$ cat config.mk
export PLATFORM = sky130hd
export DESIGN_NAME = imr_ctrl
export DESIGN_NICKNAME = d
export VERILOG_FILES = /design/src/hw/rtl/imr_pkg.sv /design/src/hw/rtl/imr_ctrl.sv
export SDC_FILE = /design/constraint.sdc
export NUM_CORES = 1
export LEC_CHECK = 0
export BUFFER_PORTS_ARGS = -buffer_cell sky130_fd_sc_hd__buf_2
export CORE_AREA = 2 2 39 41
export CTS_CLUSTER_DIAMETER = 80
export DETAILED_ROUTE_END_ITERATION = 10
export DIE_AREA = 0 0 41 43
export GPL_ROUTABILITY_DRIVEN = 0
export PLACE_DENSITY_LB_ADDON = 0.05
export SETUP_SLACK_MARGIN = 0.2
export SLEW_MARGIN = 20
export SYNTH_ARGS = -nofsm -noshare
export SYNTH_HDL_FRONTEND = slang
export SYNTH_SLANG_ARGS = --single-unit
$ cat constraint.sdc
create_clock -name clk -period 1.46 [get_ports clk]
set_clock_uncertainty 0.1 [all_clocks]
set_input_delay 0.292 -clock clk [delete_from_list [all_inputs] [get_ports clk]]
set_output_delay 0.292 -clock clk [all_outputs]
set_load 0.02 [all_outputs]
$ cat src/hw/rtl/imr_pkg.sv
`timescale 1ns / 1ps
package imr_pkg;

  localparam int IMR_MAX_WIDTH  = 256;
  localparam int IMR_MAX_HEIGHT = 256;
  localparam int IMR_DIM_W      = 9;
  localparam int IMR_PIX_W      = 24;
  localparam int IMR_APB_DW     = 32;
  localparam int IMR_APB_AW     = 3;

  localparam logic REQ_LOAD  = 1'b0;
  localparam logic REQ_DRAIN = 1'b1;

  localparam logic REG_WIDTH  = 1'b0;
  localparam logic REG_HEIGHT = 1'b1;

  localparam logic [1:0] STS_OK          = 2'd0;
  localparam logic [1:0] STS_LOAD_FULL   = 2'd1;
  localparam logic [1:0] STS_EARLY_DRAIN = 2'd2;

  typedef struct packed {
    logic do_load;
    logic reject_load;
    logic early_drain;
    logic pad_drain;
    logic pix_read;
    logic pix_emit;
  } imr_cmd_t;

  typedef struct packed {
    logic full;
    logic pad_busy;
  } imr_sts_t;

endpackage

$ cat src/hw/rtl/imr_ctrl.sv
`timescale 1ns / 1ps
module imr_ctrl (
  input  logic            clk,
  input  logic            rst_n,
  input  logic            in_tvalid,
  output logic            in_tready,
  input  logic            req_type,
  output logic            out_tvalid,
  input  logic            out_tready,
  input  imr_pkg::imr_sts_t sts,
  output imr_pkg::imr_cmd_t cmd
);
  import imr_pkg::*;

  localparam logic ST_IDLE = 1'b0;
  localparam logic ST_READ = 1'b1;

  logic state_r, state_nxt;
  logic out_valid_r, out_valid_nxt;
  logic acc;
  logic emit;

  assign in_tready  = (state_r == ST_IDLE) && (!out_valid_r || out_tready);
  assign acc        = in_tvalid && in_tready;
  assign out_tvalid = out_valid_r;

  always_comb begin
    cmd       = '0;
    state_nxt = state_r;
    unique case (state_r)
      ST_IDLE: begin
        if (acc) begin
          if (req_type == REQ_LOAD) begin
            cmd.reject_load = sts.full;
            cmd.do_load     = !sts.full;
          end else if (!sts.full) begin
            cmd.early_drain = 1'b1;
          end else if (sts.pad_busy) begin
            cmd.pad_drain = 1'b1;
          end else begin
            cmd.pix_read = 1'b1;
            state_nxt    = ST_READ;
          end
        end
      end
      ST_READ: begin
        cmd.pix_emit = 1'b1;
        state_nxt    = ST_IDLE;
      end
      default: state_nxt = ST_IDLE;
    endcase
  end

  assign emit = cmd.do_load | cmd.reject_load | cmd.early_drain | cmd.pad_drain | cmd.pix_emit;

  always_comb begin
    out_valid_nxt = out_valid_r;
    if (emit) begin
      out_valid_nxt = 1'b1;
    end else if (out_tready) begin
      out_valid_nxt = 1'b0;
    end
  end

  always_ff @(posedge clk) begin
    if (!rst_n) begin
      state_r     <= ST_IDLE;
      out_valid_r <= 1'b0;
    end else begin
      state_r     <= state_nxt;
      out_valid_r <= out_valid_nxt;
    end
  end

endmodule

Yosys cells after proc, flatten, opt, wreduce, memory -nomap -nowiden
Cells that the tools add are included.
Cells by class
  muxes and demuxes: 15
  bitwise operators: 5
  reduce and logical (&&, ||, !) cells: 6
Operator list (number)
  $mux W5: 2
  $mux W1: 9
  $mux W2: 2
  $or A1 B1 Y1: 4
  $mux W3: 1
  $logic_and A1 B1 Y1: 2
  $logic_not A1 Y1: 2
  $pmux W1 S2: 1
  $reduce_bool A2 Y1: 1
  $logic_or A1 B1 Y1: 1
  $not A1 Y1: 1
Storage, ports and cells
  register bits: 2

Depth between registers and ports, before layout
Gate-level depths: netlist of the first run.
  word-level depth: 11
  gate-level depth with buffers: 3
  depth with buffers taken out: 3

Worst setup path before layout of the first run
No wires, ideal clock.
  kind: reg-to-output
  start point: register out_valid_r (netlist: out_tvalid)
  end point: output cmd[3] (netlist name)
  data arrival time: 1.121 ns
  required time: 1.068 ns
  path slack: -0.053 ns
  cell stages (with the launch flop): 4
  path buffers: 0
  path through: dfxtp_1 -> inv_2 -> o211ai_4 -> nor3b_1
RTL lines
  start: declaration: line imr_ctrl.sv:19  | logic out_valid_r, out_valid_nxt;
  start signal: assignment: line imr_ctrl.sv:71  | out_valid_r <= out_valid_nxt;
  end: declaration: line imr_ctrl.sv:11  | output imr_pkg::imr_cmd_t cmd

==> results of run 1 <==
[critical path, cell delays in order, from the launching register on]
cell      delay (ns)
dfxtp_2         0.32
inv_2           0.05
o211ai_4        0.29
nor3b_2         0.08
buf_2           0.16
[per-stage QoR]
step	cell area (um2)	worst slack, ns	TNS (ns)
2_1_floorplan	180	0.165	0
3_3_place_gp	263	0.110	0
3_5_place_dp	263	0.106	0
4_1_cts	308	-0.0956	-0.375
5_1_grt	317	-0.116	-0.480
6_report	317	-0.0635	-0.225
[worst min-delay path by stage]
stage,from,end,slack (ns),cells past startpoint
6_report,sts[0],state_r,0.19,2
3_3_place_gp,sts[0],state_r,0.43,2
5_1_grt,sts[0],state_r,0.20,2
2_1_floorplan,sts[0],state_r,0.26,1
4_1_cts,sts[0],state_r,0.19,2
3_5_place_dp,sts[0],state_r,0.43,2
[flip-flops by register name (all words and copies together), names as in the netlist]
register and flops:
out_tvalid 1, state_r 1
[routing by layer]
metal / track usage / vias up
met1: 0.0764 / 83
met5: 0 / -
met3: 0.0209 / 0
met4: 0.100 / 0
met2: 0.0969 / 12
li1: - / 100
[area by class of cell]
type	instances	area, um2	area share
inverter	2	8.76	0.0277
clock buffer	3	22.5	0.0711
sequential	2	42.5	0.134
multi-input combinational	13	124	0.391
timing repair buffer	15	98.8	0.312
tap	16	20.0	0.0632
[report_power, final]
| part | leakage (nW) | internal [mW] | total, mW | switching (mW) |
|---|---|---|---|---|
| Combinational | 0.113 | 0.0309 | 0.0716 | 0.0406 |
| Sequential | 0.0172 | 0.0581 | 0.0597 | 0.00158 |
| Clock | 0.0138 | 0.0909 | 0.124 | 0.0333 |
[cell usage in the layout, fill, tap and decap left out, drive strengths merged]
cell,count
nor3,2
inv,1
o211ai,1
clkbuf,3
nand3,1
o21ai,1
o21a,1
buf,15
nand2,2
clkinv,1
a21boi,1
nor2,1
nor4,1
nor3b,2
dfxtp,2
[kinds of logic (layout without fill, tap and decap cells)]
group | count (synthesis) | after routing | share of synthesized area
AND/OR/NAND/NOR | 9 | 9 | 0.358
AO/OA/AOI/OAI | 4 | 4 | 0.275
buffers and inverters | 3 | 20 | 0.100
flip-flops | 2 | 2 | 0.267
[what timing repair did]
item | in CTS | in global routing
setup endpoints to repair | 6 | 6
gates resized for setup | 8 | 1
hold endpoints to repair | 0 | 0
pin swaps | 3 | 0
setup buffers | 0 | 1
==> key figures, run 1 <==
Route
  – Antenna viol nets, final: 0
  – DRT iter0 DRCs: 0
  – Post-detailed-route wirelength per cell: around 9.5 um
  – Pre-antenna DRT Iters: 1
  – Wl on met1: between 150 and 200 um
  – Top Layer Used: met3
  – Vias per std cell: 3.82
  – Routed wire length: 486 um
  – Vias: about 200
  – Met2 Wirelength: approximately 240 um
  – Drt drc: 0
  – Met3 routed WL: 53 um

Clocking
  – CTS tree: done
  – Hold Buf Count CTS: 0
  – Total CTS buffers: 3
  – Clk sinks: 2
  – CTS root buffer: clkbuf_4
  – Max Buffers Root-to-Sink: 2
  – Worst skew pair latency: 0.23 ns
  – Worst-path clk slew: 0.03 ns
  – Htree depth: 1

Floorplanning
  – Die Footprint: 1760 um2
  – Ports: 15
  – Die Y: 43 um
  – Starting Density: 0.108
  – FP Rows: 14
  – Chip width: 41 um
  – Core Region: 1380 um2

Power
  – Overall power: about 0.26 mW
  – Max VDD drop: 0.000174 V
  – Leak Pwr: about 0.14 nW
  – PwrDens: 807 nW/um2

STA
  – Final Cycle Share: 1.04
  – Hold_ws: around 0.19 ns
  – Worst Setup Slack, final: -0.0635 ns
  – Endpoints failing hold: 0
  – Worst rel slew slack: 0.780
  – RSZ-0062 raised after global routing: true
  – Setup-failing EPs final: 5
  – Pins Over Slew Limit: 0
  – Final Critical Period: ~1.5 ns
  – FMAX: approximately 660 MHz
  – Tightest Pin Transition: between 0.3 and 0.4 ns

Synthesis
  – Post-synth ARST share: 0
  – Post-synth EDFFs: 0
  – Mapped Nets: 25
  – Sequential-to-total area share from yosys stat: 0.267
  – Post-synth top flop: dfxtp_1
  – Synth area leader: dfxtp_1
  – Post-synth top area share: 0.267
  – Unique cell type count in the Yosys netlist: 14
  – Mapped Avg Cell Area: about 8.3 um2
  – Synth cell count leaders: dfxtp_1, nand2_1, nor3_1, nor3b_1
  – Mapped Area: roughly 150 um2
  – Synth warn: 0
  – Synth top area cells: dfxtp_1, o211ai_4, nor3b_1
  – Synthesized instance count: 18
  – FF+latch count, synth: 2

Hold path
  – Worst min path class: in -> reg

Critical path
  – Reg-to-reg setup timing slack: 0.34 ns
  – Worst setup SP type: flip-flop
  – CP endpoint: cmd[4]
  – CP Data Required Time: 1.07 ns
  – Worst Reg-to-Reg Cells: 4
  – Critical path origin: out_tvalid
  – Critical path arrival: 1.13 ns
  – RR Startpoint: out_tvalid
  – Reg2reg end: state_r
  – Critical path peak fanout: 6
  – Crit Path Category: reg -> out
  – Setup crit end kind: output port

Global routing
  – Pin count of the biggest net entering global routing: 7
  – First-pass GRT wire length: about 810 um
  – Gr ovfl total: 0
  – GRT Util Overall: 0.0741
  – Initial antenna violation count: 0
  – Number of global-route vias before repair: 200

Layout
  – Fraction of layout cells with a size suffix above 1: 0.829
  – Area Overhead vs Synth: 111%
  – Layout Utilization: 0.229
  – Ant diodes: 0
  – Nets: 44
  – Filler Cell Count: 156
  – Non-filler cells, final: 51

Placement
  – Port Buf Inserts: 14
  – Hpwl dp: 389 um
  – Placed cell count: 47

Run status
  – Failing checks: setup timing
  – Status: complete, but fails checks

Flow run
  – Max-cap check violation count: 0
(Power assumes the default switching activity.)
==> run 2, diff against run 1 <==
clock period = 1.8 ns   (was 1.46 ns; I/O delays follow)
==> key figures, run 2 (same netlist as run 1, synthesis figures left out) <==
Floorplanning
  – Die Footprint: 1760 um2
  – Die Y: ~43 um
  – Core Region: between 1000 and 1500 um2
  – FP Rows: 14
  – Starting Density: 0.108
  – Ports: 15
  – Chip width: 41 um

Global routing
  – Initial antenna violation count: 0
  – Pin count of the biggest net entering global routing: 7
  – GRT Util Overall: 0.0651
  – First-pass GRT wire length: approximately 740 um
  – Number of global-route vias before repair: 199
  – Gr ovfl total: 0

Layout
  – Post-route cell area: 292 um2
  – Ant diodes: 0
  – Register Area: 41.3 um2
  – Nets: 44
  – Filler Cell Count: 159
  – Non-filler cells, final: 51
  – Fraction of layout cells with a size suffix above 1: 0.771
  – Highest-count cells in the layout ignoring fill and taps: buf_2, buf_4, clkbuf_4
  – Multi-input combinational cell area: 115 um2
  – Layout Utilization: 0.211
  – Area Overhead vs Synth: 94.2%
  – Most common cell after layout, fill and taps aside: buf_2

Placement
  – Placed cell count: 47
  – Placed cell area: around 230 um2
  – DP Worst Slack: 0.362 ns
  – Port Buf Inserts: 14

STA
  – Endpoints failing hold: 0
  – Final Cycle Share: 0.870
  – Pins Over Slew Limit: 0
  – Worst rel slew slack: 0.799
  – FMAX: 639 MHz
  – Worst Setup Slack, final: ~0.23 ns
  – Tightest Pin Transition: 0.300 ns
  – RSZ-0062 raised after global routing: true
  – Hold_ws: 0.272 ns
  – Final Critical Period: approximately 1.6 ns
  – Setup-failing EPs final: 0
  – Setup TNS: 0 ns

Clocking
  – CTS root buffer: clkbuf_4
  – Max Buffers Root-to-Sink: 2
  – Worst skew pair latency: 0.22 ns
  – Worst-path clk slew: 0.03 ns
  – Total CTS buffers: 3
  – Htree depth: 1
  – CTS tree: done
  – Clk sinks: 2

Route
  – Antenna viol nets, final: 0
  – DRT iter0 DRCs: 0
  – Routed wire length: around 480 um
  – Vias: 199
  – Vias per std cell: 3.90
  – Post-detailed-route wirelength per cell: 9.49 um
  – Pre-antenna DRT Iters: 1
  – Drt drc: 0

Critical path
  – Critical path peak fanout: 6
  – Crit Path Category: reg -> out
  – Worst Reg-to-Reg Cells: 4
  – Setup crit end kind: output port
  – Reg-to-reg setup timing slack: 0.73 ns
  – CP Data Required Time: 1.34 ns
  – Worst setup SP type: flip-flop
  – RR Startpoint: state_r
  – Reg2reg end: state_r
  – Critical path arrival: 1.11 ns

Power
  – Leak Pwr: 0.136 nW
  – PwrDens: 679 nW/um2
  – Max VDD drop: 0.000164 V
  – Overall power: 0.198 mW

Hold path
  – HP Start: sts[0]
  – Worst Hold Depth: 2
  – Worst hold endpoint: state_r
  – Worst min path class: in -> reg

Run status
  – Status: finished clean

Flow run
  – Max-cap check violation count: 0
[run 2: cell types whose count changed in the layout (fill, tap and decap cells not counted), sizes merged]
| cell | change |
|---|---|
| clkinv | -1 |
| inv | +1 |
[run 2: metal layers]
| metal | part of all wire | GRT usage |
|---|---|---|
| met1 | 0.36 | 0.0541 |
| met2 | 0.51 | 0.100 |
| met3 | 0.13 | 0.0366 |
| met4 | 0 | 0.0600 |
| met5 | 0 | 0 |
[run 2: power by group]
| part | leakage (nW) | switching, mW | internal, mW |
|---|---|---|---|
| combinational | 0.106 | 0.0312 | 0.0216 |
| sequential | 0.0167 | 0.00121 | 0.0471 |
| clock | 0.0138 | 0.0234 | 0.0734 |
| total | 0.136 | 0.0559 | 0.142 |
[run 2: area by class of cell]
class | count | share of cell area
multi-input cells | 13 | 0.395
clock buffers | 3 | 0.0773
flip-flops and latches | 2 | 0.142
well taps | 16 | 0.0687
repair buffers | 15 | 0.292
inverters | 2 | 0.0258
[run 2: critical path, stage by stage (launching register included)]
cell	delay, ns
dfxtp_2	0.32
inv_2	0.05
o211ai_4	0.27
nor3b_2	0.08
buf_4	0.16
[run 2: worst max path at each step]
| stage | from | to | slack (ns) | depth (start not counted) |
|---|---|---|---|---|
| finish | out_tvalid | cmd[4] | 0.23 | 4 |
| global route | out_tvalid | cmd[4] | 0.18 | 4 |
| CTS | out_tvalid | cmd[3] | 0.20 | 4 |
| detailed placement | in_tvalid | cmd[3] | 0.36 | 4 |
| global placement | out_tready | cmd[3] | 0.37 | 4 |
| floorplan | out_tvalid | cmd[3] | 0.22 | 3 |
[run 2: timing repair]
| item | 4_1_cts | 5_1_grt |
|---|---|---|
| gates resized for setup | 0 | 9 |
| endpoints found under the setup margin | 0 | 5 |
| buffers inserted | 0 | 1 |
| hold buffers | 0 | 0 |
